$ cat config.mk
export PLATFORM = sky130hd
export DESIGN_NAME = mibd_lane
export DESIGN_NICKNAME = d
export VERILOG_FILES = /design/src/hdl/mibd_pkg.sv /design/src/hdl/mibd_lane.sv
export SDC_FILE = /design/constraint.sdc
export NUM_CORES = 1
export LEC_CHECK = 0
export BUFFER_PORTS_ARGS = -buffer_cell sky130_fd_sc_hd__clkbuf_2
export CORE_ASPECT_RATIO = 0.9
export CORE_MARGIN = 1.5
export CORE_UTILIZATION = 40
export DETAILED_ROUTE_END_ITERATION = 8
export PLACE_DENSITY_LB_ADDON = 0.08
export SLEW_MARGIN = 30
export SYNTH_ARGS = -nofsm -noshare
export SYNTH_HDL_FRONTEND = slang
export SYNTH_SLANG_ARGS = --single-unit
$ cat constraint.sdc
create_clock -name i_clk -period 3.8 [get_ports i_clk]
set_input_delay 0.57 -clock i_clk [delete_from_list [all_inputs] [get_ports i_clk]]
set_output_delay 0.57 -clock i_clk [all_outputs]
set_load 0.02 [all_outputs]
$ cat src/hdl/mibd_pkg.sv
package mibd_pkg;

    localparam int WORD_BITS      = 32;
    localparam int TIME_BITS      = 32;
    localparam int BOUNCE_BITS    = 16;
    localparam int LINE_COUNT_DEF = 32;

    localparam logic [BOUNCE_BITS-1:0] BOUNCE_RESET = BOUNCE_BITS'(200);
    localparam logic [WORD_BITS-1:0]   STABLE_RESET = '1;

    typedef logic [WORD_BITS-1:0]   t_word;
    typedef logic [TIME_BITS-1:0]   t_time;
    typedef logic [BOUNCE_BITS-1:0] t_bounce;

    // per-tick control shared by all lanes
    typedef struct packed {
        logic    fire;
        t_time   now;
        t_bounce bounce;
    } t_tick;

endpackage

$ cat src/hdl/mibd_lane.sv
module mibd_lane (
    input  logic            i_clk,
    input  logic            i_rst_n,
    input  mibd_pkg::t_tick i_tick,
    input  logic            i_diff,
    output logic            o_hit
);
    import mibd_pkg::*;

    t_time r_last;
    t_time n_last;
    t_time w_elapsed;

    // wrap-around elapsed time since this line's last accepted change
    assign w_elapsed = i_tick.now - r_last;
    assign o_hit     = i_diff && (w_elapsed > TIME_BITS'(i_tick.bounce));

    always_comb begin
        n_last = r_last;
        if (i_tick.fire && o_hit) begin
            n_last = i_tick.now;
        end
    end

    always_ff @(posedge i_clk) begin
        if (!i_rst_n) begin
            r_last <= '0;
        end else begin
            r_last <= n_last;
        end
    end

endmodule

# --- Yosys cells after proc, flatten, opt, wreduce, memory -nomap -nowiden ---
# Index checks and enable logic that the tools add are counted.
totals:
  regBits: 32
  output_inout_bits: 1
op_classes:
  addsub: 1
  order_cmp: 1
  reduce_logical: 2
op_table:
  columns: ["operator", "count"]
  rows:
  - ["$gt 32x16->1", 1]
  - ["$sub 32x32->32", 1]
  - ["$logic_and 1x1->1", 2]

# --- Depth between registers and ports, before layout ---
# Gate-level depths: netlist of the first run.
logic_depth:
  depth_word: 4
  ltp_mapped: 21
  mapped_depth_nobuf: 20

# --- Worst setup path before layout of the first run ---
# No wires, ideal clock.
synth_timing:
  path_kind: "input to output"
  start: "input port i_tick[16] (netlist bit)"
  end: "output port o_hit"
  arrival_ns: 3.708
  required_time_ns: 3.230
  path_slack_ns: -0.478
  cell_stages: 18
  n_path_buf: 0
  path_cell_list: "inv_1 ha_1 fa_1 nand2b_1 a21oi_2 nor2_1 o21ai_0 a21o_1 a21oi_1 xnor2_1 ha_1 nand2_1 o21ai_0 a221oi_1 o2bb2ai_1 nand4_1 nor4_4 a41oi_1"
synth_between:
  elab_chain_len: 3
synth_rtl:
  columns: ["item", "line_no", "text"]
  rows:
  - ["from (decl)", "mibd_lane.sv:4", "input mibd_pkg::t_tick i_tick,"]
  - ["$sub 32x32->32", "mibd_lane.sv:15", "assign w_elapsed = i_tick.now - r_last;"]
  - ["$gt 32x16->1", "mibd_lane.sv:16", "assign o_hit = i_diff && (w_elapsed > TIME_BITS'(i_tick.bounce));"]
  - ["$logic_and 1x1->1", "mibd_lane.sv:16", null]
  - ["to (decl)", "mibd_lane.sv:6", "output logic o_hit"]
# Every way passes these cells.

# --- Worst setup path in the final report of the first run ---
# Ends and elaborated chain as after synthesis.

==> reports/metrics.yaml, run 1 <==
logic_synthesis:
  syn_avg_cell_area_um2: 7.37
  synth-seq-cells: 32
  synth_edf_count: 0
  ys.flop_type: "dfxtp_1"
  synth_area_um2: 3770
  ys_warn_count: 0
  syn_inst: 511
  synth-seq-area-share: 0.170
  synth_nets: 611
  synthArstFlopShare: 0
  synth_cell_types: 56
clock_network:
  clock_sinks: 32
  cts_tree: "yes"
  insertion_delay_ns: 0.30
  cts_hold_buf: 0
  clockBufferDepth: 2
  root_buffer: "clkbuf_8"
  h-tree-depth: 2
  numCtsBuffers: 5
  clkTransAtPathRegs_ns: 0.08
finish:
  fillerInstances: 871
  area_growth_pct: 42.0
  stdcell_area_um2: 5350
  num_antenna_cells: 0
  layout.cells.most_common: "nand2_1"
  biggestRegsByFlops: "r_last x32"
  final_core_utilization: 0.586
  max_flop_register: "r_last"
  largest_reg_flops: 32
  nNetsFinal: 757
  layout.cells.non_filler: 780
  layout_common_cells: "nand2_1 (98), buf_4 (95), inv_1 (53), clkbuf_2 (48), ha_1 (42)"
  drive_gt1_frac: 0.327
placement:
  port_buffers: 52
  place_congestion: 0.942
  place_ws_ns: -0.716
  dp.cells: 759
  dpl.hpwl_um: 8590
  place_area_um2: 4890
timing:
  period_needed_ns: 4.42
  final_max_slew_viol_count: 0
  setup_slack_ns: -0.624
  finClkSkew_ns: 0.0156
  hold_viol_final: 0
  worst-slew-pin-transition_ns: 0.657
  setup_viol: 33
  rsz0062_at_grt: "true"
  period_share: 1.16
  max_slew_margin: 0.562
  fmax_ghz: 0.226
status:
  status: "finished, violations left"
  violations: "setup timing"
routing:
  drt-initial-drc-count: 209
  routed_wl_um: 10900
  vias: 4042
  first_pass_iters: 6
  wire_per_inst_um: 13.9
  ant_nets: 0
  viasPerCell: 5.18
  drc: 0
grt:
  grt_pass1_vias: 3826
  grt_max_degree: 65
  antenna_found_initial: 0
  grt_first_pass_wirelength_um: 18100
  grt_usage: 0.226
  gr-total-overflow: 0
critical_path:
  cp-startpoint: "i_tick[16]"
  cpMaxStageDelayCell: "nor4_4"
  path_depth: 22
  cp_cell_sequence: "buf_8, inv_8, ha_4, fa_2, nand2b_4, a21oi_4, nor2_2, o21ai_2, a21o_1, a21oi_2, xnor2_1, ha_1, nand2_2, buf_4, nor2_1, nand2_1, o21bai_1, o2bb2ai_1, nand4_1, nor4_4, a41oi_2, clkbuf_8"
  worstReg2RegStart: "r_last[0]$_SDFFE_PN0P_"
  crit_fanout: 3
  path_class: "input port to output port"
  worstPathRequired_ns: 3.23
  regToRegEndpoint: "r_last[14]$_SDFFE_PN0P_"
  worstSetupStartpointType: "input port"
  cp_slowest_stage_delay_ns: 0.37
  cp.arrival_ns: 3.85
  critical-path-top-delay-family: "simple AND/OR/NAND/NOR gates"
  endpoint: "o_hit"
  path_buf_inv: 4
  reg2regPathDepth: 23
  end_kind: "output port"
  rrSetupSlack_ns: -0.24
worst_hold_path:
  hold_path_class: "flip-flop to flip-flop"
  min_from: "r_last[2]$_SDFFE_PN0P_"
floorplan:
  die_h_um: 95.1
  coreArea_um2: 9130
  initial_core_util: 0.413
  die_area_um2: 10000
  die_w_um: 105
  rows: 33
  io_pins: 53
power:
  p_total_mw: 1.52
  swShare: 0.363
  p_seq_frac: 0.238
  p_int_uw: 969
  vdd_drop_max_mv: 0.169
  p_leak_nw: 2.40
  p_sw_uw: 552
  power_density_nw_per_um2: 284
  power_frac_clock: 0.254
  p_comb_frac: 0.508
flow_run:
  cap_violations: 0
cells in the mapped netlist (all sizes together) (2+ instances only):
| master | n | share of area |
|---|---|---|
| nand2 | 99 | 0.099 |
| inv | 55 | 0.055 |
| a21oi | 48 | 0.068 |
| ha | 47 | 0.16 |
| mux2i | 36 | 0.096 |
| dfxtp | 32 | 0.17 |
| nor2 | 23 | 0.023 |
| o21ai | 22 | 0.029 |
| xnor2 | 12 | 0.028 |
| clkbuf | 11 | 0.011 |
| nand4 | 10 | 0.018 |
| nor3 | 10 | 0.013 |
| xor2 | 9 | 0.021 |
| a21o | 8 | 0.016 |
| nand2b | 8 | 0.013 |
| o211ai | 7 | 0.014 |
| buf | 6 | 0.015 |
| nand3 | 5 | 0.0066 |
| o21a | 5 | 0.010 |
| o21bai | 5 | 0.013 |
| a221oi | 4 | 0.0093 |
| a41oi | 4 | 0.014 |
| nor4 | 4 | 0.011 |
| a21boi | 3 | 0.0060 |
| and2 | 3 | 0.0050 |
| nor2b | 3 | 0.0050 |
| o2111ai | 3 | 0.0070 |
| or2 | 3 | 0.0050 |
| a2111o | 2 | 0.0060 |
| a2111oi | 2 | 0.0080 |
| a211oi | 2 | 0.0040 |
| a31oi | 2 | 0.0033 |
| and3 | 2 | 0.0033 |
| nand3b | 2 | 0.0040 |
layer usage:
layer / GRT usage / part of all wire / up-vias
li1: - / - / 2088
met1: 0.321 / 0.50 / 1851
met2: 0.369 / 0.44 / 93
met3: 0.0273 / 0.050 / 10
met4: 0.0445 / 0.011 / 0
met5: 0 / 0 / -
cell type report:
class                      instances  area (um2)  share of cell area
tap                              122         153              0.0285
clock buffer                       7        96.3              0.0180
inverter                          55         214              0.0400
multi-input combinational        407        3020               0.565
timing repair buffer             156        1190               0.222
clock inverter                     1        30.0             0.00561
sequential                        32         646               0.121
worst reg2reg max path, cell delays in order (launching register included):
cell and delay [ns]:
dfxtp_1 0.34, ha_4 0.17, fa_2 0.36, nand2b_4 0.16, a21oi_4 0.22, nor2_2 0.07, o21ai_2 0.13, a21o_1 0.14
a21oi_2 0.06, xnor2_1 0.12, ha_1 0.28, nand2_2 0.09, buf_4 0.10, nor2_1 0.03, nand2_1 0.08, o21bai_1 0.11
o2bb2ai_1 0.14, nand4_1 0.23, nor4_4 0.37, buf_4 0.17, a41oi_4 0.11, buf_12 0.18, buf_12 0.14, mux2i_1 0.12
stage by stage:
step / setup TNS (ns) / hold slack (ns)
after global routing: -14.11 / 0.490
after detailed placement: -19.16 / 0.449
after CTS: -6.84 / 0.460
after floorplan: -1.47 / 0.435
final: -8.52 / 0.457
after global placement: -17.62 / 0.443
worst min-delay path by stage:
| stage | endpoint | slack, ns | depth (start not counted) |
|---|---|---|---|
| 6_report | r_last[2]$_SDFFE_PN0P_ | 0.46 | 2 |
| 5_1_grt | r_last[23]$_SDFFE_PN0P_ | 0.49 | 2 |
| 4_1_cts | r_last[2]$_SDFFE_PN0P_ | 0.46 | 2 |
| 3_5_place_dp | r_last[27]$_SDFFE_PN0P_ | 0.45 | 2 |
| 3_3_place_gp | r_last[27]$_SDFFE_PN0P_ | 0.44 | 2 |
| 2_1_floorplan | r_last[10]$_SDFFE_PN0P_ | 0.43 | 2 |
power by group through the flow:
stage / Combinational, mW / Clock [mW] / Sequential [mW]
global route: 0.852 / 0.409 / 0.364
floorplan: 0.429 / 0 / 0.367
detailed placement: 0.700 / 0 / 0.369
global placement: 0.689 / 0 / 0.368
finish: 0.773 / 0.386 / 0.362
CTS: 0.749 / 0.398 / 0.362
logic make-up after synthesis:
family,share of synthesized area
xor+xnor,0.0488
flops,0.170
compound gates,0.229
mux,0.0986
simple gates,0.212
fa+ha+maj,0.161
buf+inv,0.0804
timing repair:
action	4_1_cts	5_1_grt
cloned	4	0
buffers inserted	8	6
setup endpoints to repair	33	33
pin swaps	20	21
gates resized for setup	22	17
No activity file was read; power rests on OpenSTA's default activity.
==> inputs of run 2 (changes only) <==
--- a/config.mk
+++ b/config.mk
@@ -6,9 +6,11 @@
 export NUM_CORES = 1
 export LEC_CHECK = 0
 export BUFFER_PORTS_ARGS = -buffer_cell sky130_fd_sc_hd__clkbuf_2
+export CELL_PAD_IN_SITES_DETAIL_PLACEMENT = 1
+export CELL_PAD_IN_SITES_GLOBAL_PLACEMENT = 1
 export CORE_ASPECT_RATIO = 0.9
-export CORE_MARGIN = 1.5
-export CORE_UTILIZATION = 40
+export CORE_MARGIN = 5
+export CORE_UTILIZATION = 39
 export DETAILED_ROUTE_END_ITERATION = 8
 export PLACE_DENSITY_LB_ADDON = 0.08
 export SLEW_MARGIN = 30
==> run 2 against run 1 <==
Die area is 17% higher. Hold slack better by 0.0042 ns. Critical endpoint unchanged. Clock skew is 0.0094 ns lower. The run still ends with setup timing left.
==> reports/metrics.yaml, run 2 (same netlist as run 1, synthesis figures left out) <==
grt:
  grt_first_pass_wirelength_um: 20600
  antenna_found_initial: 0
  gr-total-overflow: 0
  grt_max_degree: 65
  grt_usage: 0.216
  grt_pass1_vias: 4391
placement:
  port_buffers: 52
  place_congestion: 0.850
  dpl.hpwl_um: 10400
  dp.cells: 770
routing:
  drc: 0
  first_pass_iters: 4
  drt-initial-drc-count: 113
  viasPerCell: 5.18
  vias: 4064
  routed_wl_um: 12300
  ant_nets: 0
  wire_per_inst_um: 15.7
timing:
  hold_viol_final: 0
  fmax_ghz: 0.223
  period_share: 1.18
  finClkSkew_ns: 0.00625
  max_slew_margin: 0.549
  setup_slack_ns: -0.691
  setup_viol: 33
  period_needed_ns: 4.49
  worst-slew-pin-transition_ns: 0.677
  final_max_slew_viol_count: 0
  final.setup.tns_ns: -9.79
  hold_ws_ns: 0.461
  rsz0062_at_grt: "true"
critical_path:
  worstReg2RegStart: "r_last[2]$_SDFFE_PN0P_"
  regToRegEndpoint: "r_last[18]$_SDFFE_PN0P_"
  crit_fanout: 2
  worstPathRequired_ns: 3.23
  rrSetupSlack_ns: -0.30
  reg2regPathDepth: 18
  cp.arrival_ns: 3.92
  worstSetupStartpointType: "input port"
  end_kind: "output port"
  path_class: "input port to output port"
finish:
  area_growth_pct: 37.3
  seqCellArea_um2: 644
  biggestRegsByFlops: "r_last x32"
  largest_reg_flops: 32
  max_flop_register: "r_last"
  drive_gt1_frac: 0.307
  multi_input_area_um2: 2930
  num_antenna_cells: 0
  layout.cells.non_filler: 784
  layout.cells.most_common: "buf_4"
  fillerInstances: 1255
  nNetsFinal: 758
  layout_common_cells: "buf_4 (101), nand2_1 (98), inv_1 (51), clkbuf_2 (47), ha_1 (43)"
power:
  power_density_nw_per_um2: 278
  vdd_drop_max_mv: 0.174
  p_total_mw: 1.44
  p_leak_nw: 2.35
clock_network:
  clockBufferDepth: 2
  insertion_delay_ns: 0.29
  root_buffer: "clkbuf_8"
  cts_tree: "yes"
  h-tree-depth: 2
  numCtsBuffers: 5
  clock_sinks: 32
  cts_hold_buf: 0
  clkTransAtPathRegs_ns: 0.08
floorplan:
  die_area_um2: 11700
  initial_core_util: 0.394
  die_w_um: 114
  die_h_um: 103
  rows: 34
  coreArea_um2: 9570
  io_pins: 53
worst_hold_path:
  holdPathStages: 2
  worstHoldEndpoint: "r_last[30]$_SDFFE_PN0P_"
  hold_path_class: "flip-flop to flip-flop"
  min_from: "r_last[30]$_SDFFE_PN0P_"
status:
  violations: "setup timing"
  status: "finished, violations left"
flow_run:
  cap_violations: 0
## run 2: timing repair
action | 4_1_cts | 5_1_grt
gates cloned | 0 | 1
pin swaps | 18 | 12
buffers inserted | 3 | 3
resized for setup | 12 | 4
setup endpoints to repair | 33 | 33
endpoints found under the hold margin | 0 | 0
## run 2: worst max path at each step
| stage | startpoint | end | slack [ns] | cells after the start |
|---|---|---|---|---|
| floorplan | i_tick[16] | o_hit | -0.22 | 18 |
| global placement | i_tick[16] | o_hit | -0.77 | 20 |
| detailed placement | i_tick[16] | o_hit | -0.86 | 20 |
| CTS | i_tick[18] | o_hit | -0.69 | 16 |
| global route | r_last[3]$_SDFFE_PN0P_ | o_hit | -0.85 | 16 |
| finish | i_tick[16] | o_hit | -0.69 | 20 |
## run 2: power by group
| part | switching (mW) | total [mW] | internal (mW) |
|---|---|---|---|
| clock network | 0.151 | 0.313 | 0.162 |
| logic | 0.394 | 0.764 | 0.370 |
| registers | 0.00935 | 0.362 | 0.353 |
| total | 0.554 | 1.44 | 0.885 |
## run 2: per-layer routing
layer  up-vias  global-route usage  share of wire  wire [um]
li1       2084                   -              -          -
met3         6              0.0250          0.033        407
met1      1917               0.298           0.50       6160
met4         0              0.0379         0.0051         63
met5         -                   0              0          0
met2        57               0.369           0.46       5720
## run 2: stage by stage
stage / cell area, um2 / utilization / setup WS (ns)
4_1_cts: 5110 / 0.534 / -0.693
3_3_place_gp: 4950 / 0.517 / -0.773
5_1_grt: 5170 / 0.540 / -0.846
3_5_place_dp: 4950 / 0.517 / -0.864
2_1_floorplan: 3870 / - / -0.221
6_report: 5170 / 0.540 / -0.691
## run 2: final cells by class
class                           count  share of cell area
Clock buffer                        7              0.0186
Multi-Input combinational cell    407               0.567
Inverter                           55              0.0414
Timing Repair Buffer              157               0.218
Tap cell                          126              0.0305
Sequential cell                    32               0.125
## run 2: worst max-delay path: stages
cell and delay [ns]:
clkbuf_4 0.14, inv_8 0.03, ha_4 0.15, fa_2 0.35, nand2b_4 0.16, a21oi_4 0.18, nor2_2 0.07, o21ai_2 0.14
a21o_1 0.15, a21oi_2 0.05, xnor2_1 0.12, ha_1 0.30, nand2_2 0.08, o21ai_1 0.09, a221oi_2 0.31, o2bb2ai_1 0.16
nand4_1 0.17, nor4_4 0.35, a41oi_2 0.16, clkbuf_8 0.18
