`src/hdl/mibd_pkg.sv`:
```
package mibd_pkg;

    localparam int WORD_BITS      = 32;
    localparam int TIME_BITS      = 32;
    localparam int BOUNCE_BITS    = 16;
    localparam int LINE_COUNT_DEF = 32;

    localparam logic [BOUNCE_BITS-1:0] BOUNCE_RESET = BOUNCE_BITS'(200);
    localparam logic [WORD_BITS-1:0]   STABLE_RESET = '1;

    typedef logic [WORD_BITS-1:0]   t_word;
    typedef logic [TIME_BITS-1:0]   t_time;
    typedef logic [BOUNCE_BITS-1:0] t_bounce;

    // per-tick control shared by all lanes
    typedef struct packed {
        logic    fire;
        t_time   now;
        t_bounce bounce;
    } t_tick;

endpackage

```
`src/hdl/mibd_ifs.sv`:
```


interface mibd_out_if;
    logic                    valid;
    logic                    ready;
    mibd_pkg::t_word         stable_bits;
    mibd_pkg::t_time         event_time;

    modport source (output valid, output stable_bits, output event_time, input ready);
    modport sink   (input valid, input stable_bits, input event_time, output ready);
endinterface

```
`src/hdl/mibd_merge.sv`:
```
module mibd_merge (
    input  logic            i_clk,
    input  logic            i_rst_n,
    input  mibd_pkg::t_tick i_tick,
    input  mibd_pkg::t_word i_hit,
    input  mibd_pkg::t_word i_sampled,
    input  logic            i_queue_full,
    output mibd_pkg::t_word o_stable,
    output logic            o_in_ready,
    mibd_out_if.source      o_out
);
    import mibd_pkg::*;

    t_word r_stable;
    t_word n_stable;
    logic  w_push;
    logic  w_pop;

    logic  r_out_valid;
    t_word r_out_word;
    t_time r_out_time;
    logic  r_skid_valid;
    t_word r_skid_word;
    t_time r_skid_time;

    assign n_stable   = (r_stable & ~i_hit) | (i_sampled & i_hit);
    assign w_push     = i_tick.fire && (|i_hit) && !i_queue_full;
    assign w_pop      = r_out_valid && o_out.ready;
    assign o_stable   = r_stable;
    assign o_in_ready = !r_skid_valid;

    assign o_out.valid       = r_out_valid;
    assign o_out.stable_bits = r_out_word;
    assign o_out.event_time  = r_out_time;

    always_ff @(posedge i_clk) begin
        if (!i_rst_n) begin
            r_stable     <= STABLE_RESET;
            r_out_valid  <= 1'b0;
            r_skid_valid <= 1'b0;
        end else begin
            if (w_push) begin
                r_stable <= n_stable;
            end
            // output word plus one skid word so a stalled receiver stops input only once both are full
            if (!r_out_valid || w_pop) begin
                if (r_skid_valid) begin
                    r_out_valid  <= 1'b1;
                    r_skid_valid <= 1'b0;
                end else begin
                    r_out_valid  <= w_push;
                end
            end else if (w_push) begin
                r_skid_valid <= 1'b1;
            end
        end
    end

    always_ff @(posedge i_clk) begin
        if (!r_out_valid || w_pop) begin
            if (r_skid_valid) begin
                r_out_word <= r_skid_word;
                r_out_time <= r_skid_time;
            end else begin
                r_out_word <= n_stable;
                r_out_time <= i_tick.now;
            end
        end
        if (w_push) begin
            r_skid_word <= n_stable;
            r_skid_time <= i_tick.now;
        end
    end

    a_skid_behind_out : assert property (@(posedge i_clk) disable iff (!i_rst_n)
        r_skid_valid |-> r_out_valid)
        else $error("skid word held with empty output register");

    a_full_keeps_word : assert property (@(posedge i_clk) disable iff (!i_rst_n)
        (i_tick.fire && i_queue_full) |=> (r_stable == $past(r_stable)))
        else $error("stable word changed while queue full");

    a_newest_matches : assert property (@(posedge i_clk) disable iff (!i_rst_n)
        (r_out_valid && !r_skid_valid) |-> (r_out_word == r_stable))
        else $error("newest event word differs from stable word");

    a_skid_pushes_only_stalled : assert property (@(posedge i_clk) disable iff (!i_rst_n)
        (!r_skid_valid && r_out_valid && !o_out.ready && w_push) |=> r_skid_valid)
        else $error("event lost on stalled output");

endmodule

```
`src/flat_wrapper.sv`:
```
// flat-port wrapper written by rule: the top's interface ports become plain ports
module mibd_merge_flat import mibd_pkg::*;
  (i_clk, i_rst_n, i_tick, i_hit, i_sampled, i_queue_full, o_stable, o_in_ready, o_out_valid, o_out_stable_bits, o_out_event_time, o_out_ready);
  mibd_out_if o_out_i ();
  input  logic i_clk;
  input  logic i_rst_n;
  input  mibd_pkg::t_tick i_tick;
  input  mibd_pkg::t_word i_hit;
  input  mibd_pkg::t_word i_sampled;
  input  logic i_queue_full;
  output mibd_pkg::t_word o_stable;
  output logic o_in_ready;
  output wire logic [$bits(o_out_i.valid)-1:0] o_out_valid;
  output wire logic [$bits(o_out_i.stable_bits)-1:0] o_out_stable_bits;
  output wire logic [$bits(o_out_i.event_time)-1:0] o_out_event_time;
  input wire logic [$bits(o_out_i.ready)-1:0] o_out_ready;
  assign o_out_valid = o_out_i.valid;
  assign o_out_stable_bits = o_out_i.stable_bits;
  assign o_out_event_time = o_out_i.event_time;
  assign o_out_i.ready = o_out_ready;
  mibd_merge u_core (.i_clk(i_clk), .i_rst_n(i_rst_n), .i_tick(i_tick), .i_hit(i_hit), .i_sampled(i_sampled), .i_queue_full(i_queue_full), .o_stable(o_stable), .o_in_ready(o_in_ready), .o_out(o_out_i));
endmodule
```
`config.mk`:
```
export PLATFORM = sky130hd
export DESIGN_NAME = mibd_merge_flat
export DESIGN_NICKNAME = d
export VERILOG_FILES = /design/src/hdl/mibd_pkg.sv /design/src/hdl/mibd_ifs.sv /design/src/hdl/mibd_merge.sv /design/src/flat_wrapper.sv
export SDC_FILE = /design/constraint.sdc
export NUM_CORES = 1
export LEC_CHECK = 0
export BUFFER_PORTS_ARGS = -buffer_cell sky130_fd_sc_hd__buf_2
export CAP_MARGIN = 20
export CORE_MARGIN = 2
export CORE_UTILIZATION = 45
export DETAILED_ROUTE_END_ITERATION = 8
export HOLD_SLACK_MARGIN = 0.06
export PLACE_DENSITY = 0.74
export SYNTH_ARGS = -nofsm -noshare
export SYNTH_HDL_FRONTEND = slang
export SYNTH_SLANG_ARGS = --single-unit
export TNS_END_PERCENT = 5
```
`constraint.sdc`:
```
create_clock -name i_clk -period 2.5 [get_ports i_clk]
set_clock_uncertainty 0.05 [all_clocks]
set_input_delay 0.5 -clock i_clk [delete_from_list [all_inputs] [get_ports i_clk]]
set_output_delay 0.5 -clock i_clk [all_outputs]
set_load 0.05 [all_outputs]
```
# [After elaboration in Yosys (flattened, before gate mapping)]
# Cells that the tools add are included.
[op_classes] reduce_logical=9 muxes=3 n_bitwise=5
[op_table] op="AND 32 bit" count=2
[op_table] op="2-to-1 mux 32 bit" count=2
[op_table] op="inverter 32 bit" count=1
[op_table] op="bitwise OR 32 bit" count=1
[op_table] op="OR reduction 32 bit" count=1
[op_table] op="logical AND 1 bit" count=3
[op_table] op="zero test 1 bit" count=3
[op_table] op="OR reduction 2 bit" count=1
[op_table] op="logical OR 1 bit" count=1
[op_table] op="2-to-1 mux 1 bit" count=1
[op_table] op="inverter 1 bit" count=1
[totals] out_inout_bits=98 in_bits=117 reg_bits=162 wordCells=24

# [Longest topological paths before layout]
# Gate-level depths: netlist of the first run.
[logic_depth] depth_word=4 ltp_mapped=5 ltp_nobuf=5

# [Worst setup path after synthesis of the first run]
# No wires, ideal clock.
[synth_path] path_type="reg-to-reg" startpoint="register u_core.r_out_valid, in the netlist u_core.o_out.valid" endpoint="register u_core.r_out_time[0], in the netlist u_core.o_out.event_time[0], enable pin" setup_time_ns=0.709 required_time_ns=1.741 synth_period_minus_slack_ns=2.604 t_arrival_ns=1.846 path_buffers=0 slack_ns=-0.104 stages_incl_launch_ff=2 path_cell_list="dfxtp_1 > nand2b_1"
[synth_via] elab_chain_len=2 elab_cells_between_ends=3 classes_between="3 x reduce/logical"
[synth_lines] item="from (decl)" line="mibd_merge.sv:19" source="logic r_out_valid;"
[synth_lines] item="from (signal assigned)" line="mibd_merge.sv:51" source="r_out_valid <= w_push;"
[synth_lines] item="zero test 1 bit or logical AND 1 bit (tied branches)" line="mibd_merge.sv:60, mibd_merge.sv:28"
[synth_lines] item="logical OR 1 bit *" line="mibd_merge.sv:60" source="if (!r_out_valid || w_pop) begin"
[synth_lines] item="to (signal assigned)" line="mibd_merge.sv:63" source="r_out_time <= r_skid_time;"
[synth_lines] item="to (signal assigned)" line="mibd_merge.sv:66" source="r_out_time <= i_tick.now;"
[synth_lines] item="to (decl)" line="mibd_merge.sv:21" source="t_time r_out_time;"
# Mark *: on every way between the ends. The rest lies on a longest branch, timed or not.
# A chain may end at the register's enable or synchronous reset.

# [Worst setup path after layout of the first run]
[layout_path] startpoint="input port i_hit[11]" endpoint="register u_core.r_skid_word[29], enable pin"
[layout_via] elab_chain_len=3
[layout_lines] item="from (decl)" line="flat_wrapper.sv:8" source="input mibd_pkg::t_word i_hit;"
[layout_lines] item="OR reduction 32 bit" line="mibd_merge.sv:27" source="assign w_push = i_tick.fire && (|i_hit) && !i_queue_full;"
[layout_lines] item="logical AND 1 bit (2 in series)" line="mibd_merge.sv:27"
[layout_lines] item="net u_core.w_push" line="mibd_merge.sv:16" source="logic w_push;"
[layout_lines] item="to (signal assigned)" line="mibd_merge.sv:70" source="r_skid_word <= n_stable;"
[layout_lines] item="to (decl)" line="mibd_merge.sv:23" source="t_word r_skid_word;"
# The timed path passes the listed nets, and every way through them passes these cells.

==> results of run 1 <==
==> cell usage after synthesis <==
cell type,count
nor2_1,64
edfxtp_1,128
inv_2,2
a31oi_1,1
a211oi_1,1
nand2b_1,1
o21ai_4,1
nor4_1,7
nand4_1,2
inv_1,1
dfxtp_1,34
mux2i_1,32
buf_8,3
mux2_2,96
nor2b_1,1
buf_2,6
clkbuf_1,8
nor4_2,1
==> kinds of logic (layout without fill, tap and decap cells) <==
| group | Yosys count | after routing |
|---|---|---|
| DFF | 162 | 162 |
| muxes | 128 | 128 |
| and+or+nand+nor | 76 | 76 |
| buffers and inverters | 20 | 243 |
| AOI/OAI and AO/OA | 3 | 3 |
==> worst max path at each step <==
| stage | from | end | depth (start not counted) | slack (ps) |
|---|---|---|---|---|
| global placement | i_hit[11] | u_core.r_skid_time[11] | 7 | 80 |
| global route | i_hit[11] | u_core.r_skid_time[30] | 7 | 380 |
| finish | i_hit[11] | u_core.r_skid_word[29] | 7 | 510 |
| detailed placement | i_hit[11] | u_core.r_skid_time[0] | 7 | 70 |
| floorplan | i_hit[11] | u_core.r_skid_time[0] | 4 | 350 |
| CTS | i_hit[11] | u_core.r_skid_time[13] | 7 | 510 |
==> state kept, by name, summed over array words and instances, names as in the netlist <==
register	flops
u_core.o_out.event_time	32
u_core.o_out.stable_bits	32
u_core.o_stable	32
u_core.r_skid_time	32
u_core.r_skid_word	32
u_core.o_out.valid	1
u_core.r_skid_valid	1
==> critical path, stage by stage <==
cell and delay, ps:
buf_2 110, nor4_1 460, buf_4 190, nand4_1 160, o21ai_4 260, inv_2 90, buf_12 210
==> layout make-up <==
cell class	instances	area share [%]
flip-flops and latches	162	54.7
multi-input cells	207	21.3
clock buffers	22	5.49
clock inverters	10	2.19
inverters	3	0.136
repair buffers	208	13.5
well taps	180	2.72
==> power breakdown <==
group	switching (mW)	total (mW)	internal, mW
Combinational	0.571	0.821	0.249
Clock	0.989	2.78	1.79
Sequential	0.0505	3.14	3.09
==> routing by layer <==
layer	track usage, %	share of wire (%)
met5	0	0
met4	7.88	1.8
met3	7.80	8.5
met2	28.7	47
met1	22.7	43
==> per-stage QoR <==
stage | power [mW] | cell area [um2]
final | 6.74 | 8270
after global routing | 6.98 | 8270
after CTS | 6.81 | 8270
after detailed placement | 4.02 | 7640
after global placement | 4.00 | 7640
after floorplan | 3.76 | 6400
==> results_dict.tcl, run 1 <==
set metrics [dict create \
    final_common_cell "buf_2" \
    mostFrequentLayoutCells "198 x buf_2, 128 x edfxtp_1, 96 x mux2_2" \
    cts_resized 0 \
    netlist_top_cells_area "edfxtp_1 60%, mux2_2 17%, dfxtp_1 11%" \
    floorplan.rows 43 \
    hp-class "input pin to flop" \
    avgRoutedWirePerCell_um 17.1 \
    setup-tns-final_ps 0 \
    vias 4013 \
    powerDensity_nw_per_um2 815 \
    wirelength_um 13500 \
    period_share_pct 79.6 \
    drive_gt1_share_pct 55.4 \
    start_util_pct 46.1 \
    rsz0062_at_grt "no" \
    hpwl_um 9230 \
    grt_max_degree 64 \
    cts_buffer_depth 2 \
    gp_congestion 0.800 \
    slew_violations 0 \
    yosys.area.top_type "edfxtp_1" \
    die_area_um2 15200 \
    grt_pass1_vias 4012 \
    numPortBuffers 198 \
    synth_area_um2 6390 \
    register_area_um2 4530 \
    gr-total-overflow 0 \
    vdd_drop_max_mv 0.492 \
    holdBufCountCts 0 \
    core_area_um2 13900 \
    final_util_pct 59.6 \
    end_kind "flop" \
    rrSetupSlack_ps 1030 \
    cp_max_fo 63 \
    synth-adder-area-share_pct 0 \
    root_buffer "clkbuf_16" \
    hold_depth 1 \
    nets 716 \
    synth-compound-area-share_pct 0.470 \
    route.detailed.drc 0 \
    io_pins 215 \
    rr_endpoint "u_core.o_out.stable_bits[24]" \
    yosys_warnings 0 \
    synth_top_family_by_area "multiplexers" \
    slew_headroom_pct 66.0 \
    synth.top_cell.area_share_pct 60.1 \
    num_antenna_cells 0 \
    numCtsBuffers 17 \
    cp_data_arrival_time_ps 2070 \
    fin_ws_ps 511 \
    maxCapViolCount 0 \
    reg2reg_depth 3 \
    grt_pass1_wl_um 20800 \
    cts.sink_count 162 \
    synth.area.mux_share_pct 21.9 \
    grt_antenna_before_repair 0 \
    synth-simple-area-share_pct 5.03 \
    whs_ps 217 \
    place_inst 760 \
    clkTransAtPathRegs_ps 60 \
    cts_tree "done" \
    startpoint_type "input pin" \
    clk_latency_ps 420 \
    dr.pass1.iters 4 \
    yosysUniqueCellTypes 18 \
    fmax_ghz 0.503 \
    final_cells 792 \
    postSynthCellCount 389 \
    fp.dieW_um 123 \
    dp_slack_ps 74.4 \
    cts_setup_buffers 0 \
    yosysSeqAreaShare_pct 70.8 \
    status "complete, no violations" \
    syn-num-nets 506 \
    worstPathRequired_ps 2580 \
    worstSetupPathType "input pin to flop" \
    min_period_ps 1990 \
    crit-reg2reg-launch "u_core.r_skid_valid" \
    ant_nets 0 \
    die_h_um 123 \
    routed_via_density 5.07 \
    syn-mean-instance-area_um2 16.4 \
    tightest_slew_ps 509 \
    grt_usage_pct 18.5 \
    drt_iter0_markers 241 \
    synth_xor_xnor_area_share_pct 0 \
    htree_levels 4 \
    final_hold_viol_count 0 \
    nFillCells 1094 \
    timing.hold.worst.start "i_tick[36]" \
    area_delta_synth_final_pct 29.4 \
    cellLeakagePower_nw 3.28 \
    holdPathEnd "u_core.r_skid_time[20]" \
    setup_viol 0 \
    multiInputGateArea_um2 1760 \
    ys_seq_elements 162 \
]
Power figures use the tool's default switching activity.
==> run 2, diff against run 1 <==
==> constraint.sdc (replaced) <==
create_clock -name i_clk -period 1.79 [get_ports i_clk]
set_clock_uncertainty 0.05 [all_clocks]
set_input_delay 0.358 -clock i_clk [delete_from_list [all_inputs] [get_ports i_clk]]
set_output_delay 0.358 -clock i_clk [all_outputs]
set_load 0.05 [all_outputs]
==> run 2 against run 1 <==
Wire length increased by 3.2%. Critical path depth is 4 lower. Clock-buffer cell count fell by 2. Utilization rose by 1.5 points. Sequential power increased by 40%. Sequential cell count stayed put. Global-route usage up 0.078 points. Combinational power increased by 47%. Clock power rose by 16%. Non-clock buffer count is 31 higher. Critical endpoint is now o_in_ready.
==> results_dict.tcl, run 2 (synthesized netlist as in run 1, its figures left out) <==
set metrics [dict create \
    status "complete, no violations" \
    path_buf_inv 3 \
    root_buffer "clkbuf_16" \
    hp-class "input pin to flop" \
    fmax_ghz 0.583 \
    setup-tns-final_ps 0 \
    gr-total-overflow 0 \
    hpwl_um 9730 \
    wirelength_um 13900 \
    worstPathRequired_ps 1380 \
    dp_slack_ps -466 \
    power_mw 8.82 \
    numPortBuffers 198 \
    crit_start "u_core.r_skid_valid" \
    slew_violations 0 \
    nets 747 \
    slew_headroom_pct 72.1 \
    cts.sink_count 162 \
    vdd_drop_max_mv 0.543 \
    cp_top_family "buffers and inverters" \
    setup_viol 0 \
    grt_usage_pct 18.6 \
    internal_power_mw 6.52 \
    vias 4143 \
    netSwitchingPower_mw 2.30 \
    drt_iter0_markers 181 \
    num_antenna_cells 0 \
    fp.dieW_um 123 \
    gp_congestion 0.754 \
    cp_slowest_cell "dfxtp_1" \
    grt_max_degree 67 \
    start_util_pct 46.1 \
    slowest_delay_ps 340 \
    die_h_um 123 \
    rsz0062_at_grt "yes" \
    final_common_cell "buf_2" \
    cp_data_arrival_time_ps 1310 \
    worstPathCellList "inv_4 -> buf_12 -> buf_4" \
    mostFrequentLayoutCells "197 x buf_2, 128 x edfxtp_1, 96 x mux2_2" \
    grt_pass1_vias 4215 \
    dr.pass1.iters 4 \
    startpoint_type "flop" \
    area_delta_synth_final_pct 32.7 \
    power.share.clock_pct 36.6 \
    cts_buffer_depth 2 \
    period_share_pct 95.8 \
    io_pins 215 \
    powerDensity_nw_per_um2 1040 \
    sw_frac_of_total_pct 26.1 \
    combinationalPowerShare_pct 13.7 \
    cts_setup_buffers 0 \
    min_period_ps 1720 \
    htree_levels 4 \
    fin_ws_ps 74.8 \
    worstSetupPathType "flop to output pin" \
    cp_max_fo 13 \
    p_seq_share_pct 49.7 \
    die_area_um2 15200 \
    tightest_slew_ps 418 \
    route.detailed.drc 0 \
    reg2reg_depth 2 \
    routed_via_density 5.03 \
    ant_nets 0 \
    final_hold_viol_count 0 \
    rrSetupSlack_ps 290 \
    grt_antenna_before_repair 0 \
    end_kind "output pin" \
    final_util_pct 61.1 \
    cp.depth 3 \
    clk_latency_ps 410 \
    avgRoutedWirePerCell_um 16.9 \
    numCtsBuffers 17 \
    cp-endpoint "o_in_ready" \
    drive_gt1_share_pct 58.0 \
    whs_ps 87.2 \
    cts_tree "done" \
    holdBufCountCts 0 \
    grt_pass1_wl_um 21400 \
    crit-reg2reg-launch "u_core.r_skid_valid" \
    clkTransAtPathRegs_ps 60 \
    maxCapViolCount 0 \
    floorplan.rows 43 \
    core_area_um2 13900 \
    cellLeakagePower_nw 3.40 \
    nFillCells 1090 \
    rr_endpoint "u_core.o_out.event_time[19]" \
]
==> run 2: final cells by class <==
| type | instances | area [um2] | share of cell area [%] |
|---|---|---|---|
| clock inverters | 12 | 85.1 | 1.00 |
| inverters | 3 | 16.3 | 0.192 |
| repair buffers | 239 | 1400 | 16.5 |
| flip-flops and latches | 162 | 4520 | 53.3 |
| well taps | 180 | 225 | 2.65 |
| clock buffers | 20 | 447 | 5.26 |
| multi-input cells | 207 | 1790 | 21.0 |
==> run 2: power by group through the flow <==
stage,sequential (mW),combinational [mW],clock [mW]
finish,4.39,1.21,3.23
global route,4.41,1.28,3.45
CTS,4.39,1.22,3.32
detailed placement,4.47,1.21,0
global placement,4.45,1.19,0
floorplan,4.95,0.296,0
==> run 2: how the worst min path moves through the flow <==
stage	from	endpoint	slack [ps]	depth (start not counted)
after global routing	i_tick[37]	u_core.r_skid_time[21]	70	1
after global placement	u_core.o_stable[4]	u_core.o_stable[4]	460	2
after floorplan	i_tick[16]	u_core.r_skid_time[0]	410	0
after detailed placement	u_core.o_stable[23]	u_core.o_stable[23]	480	2
after CTS	i_tick[39]	u_core.r_skid_time[23]	70	1
final	i_tick[39]	u_core.r_skid_time[23]	90	1
==> run 2: metrics by stage <==
stage | cell area [um2] | std cells
after floorplan | 6400 | 389
after global placement | 7920 | 791
after detailed placement | 7920 | 791
after CTS | 8470 | 823
after global routing | 8480 | 823
final | 8480 | 823
==> run 2: routing by layer <==
layer / share of wire, % / vias to the layer above / global-route usage [%]
li1: - / 1946 / -
met1: 42 / 2025 / 23.8
met2: 49 / 157 / 30.6
met3: 7.4 / 15 / 5.03
met4: 1.2 / 0 / 6.32
met5: 0 / - / 0
==> run 2: repair_timing <==
action,CTS,global route
gates resized for setup,3,3
endpoints found under the setup margin,9,97
pin swaps,0,1
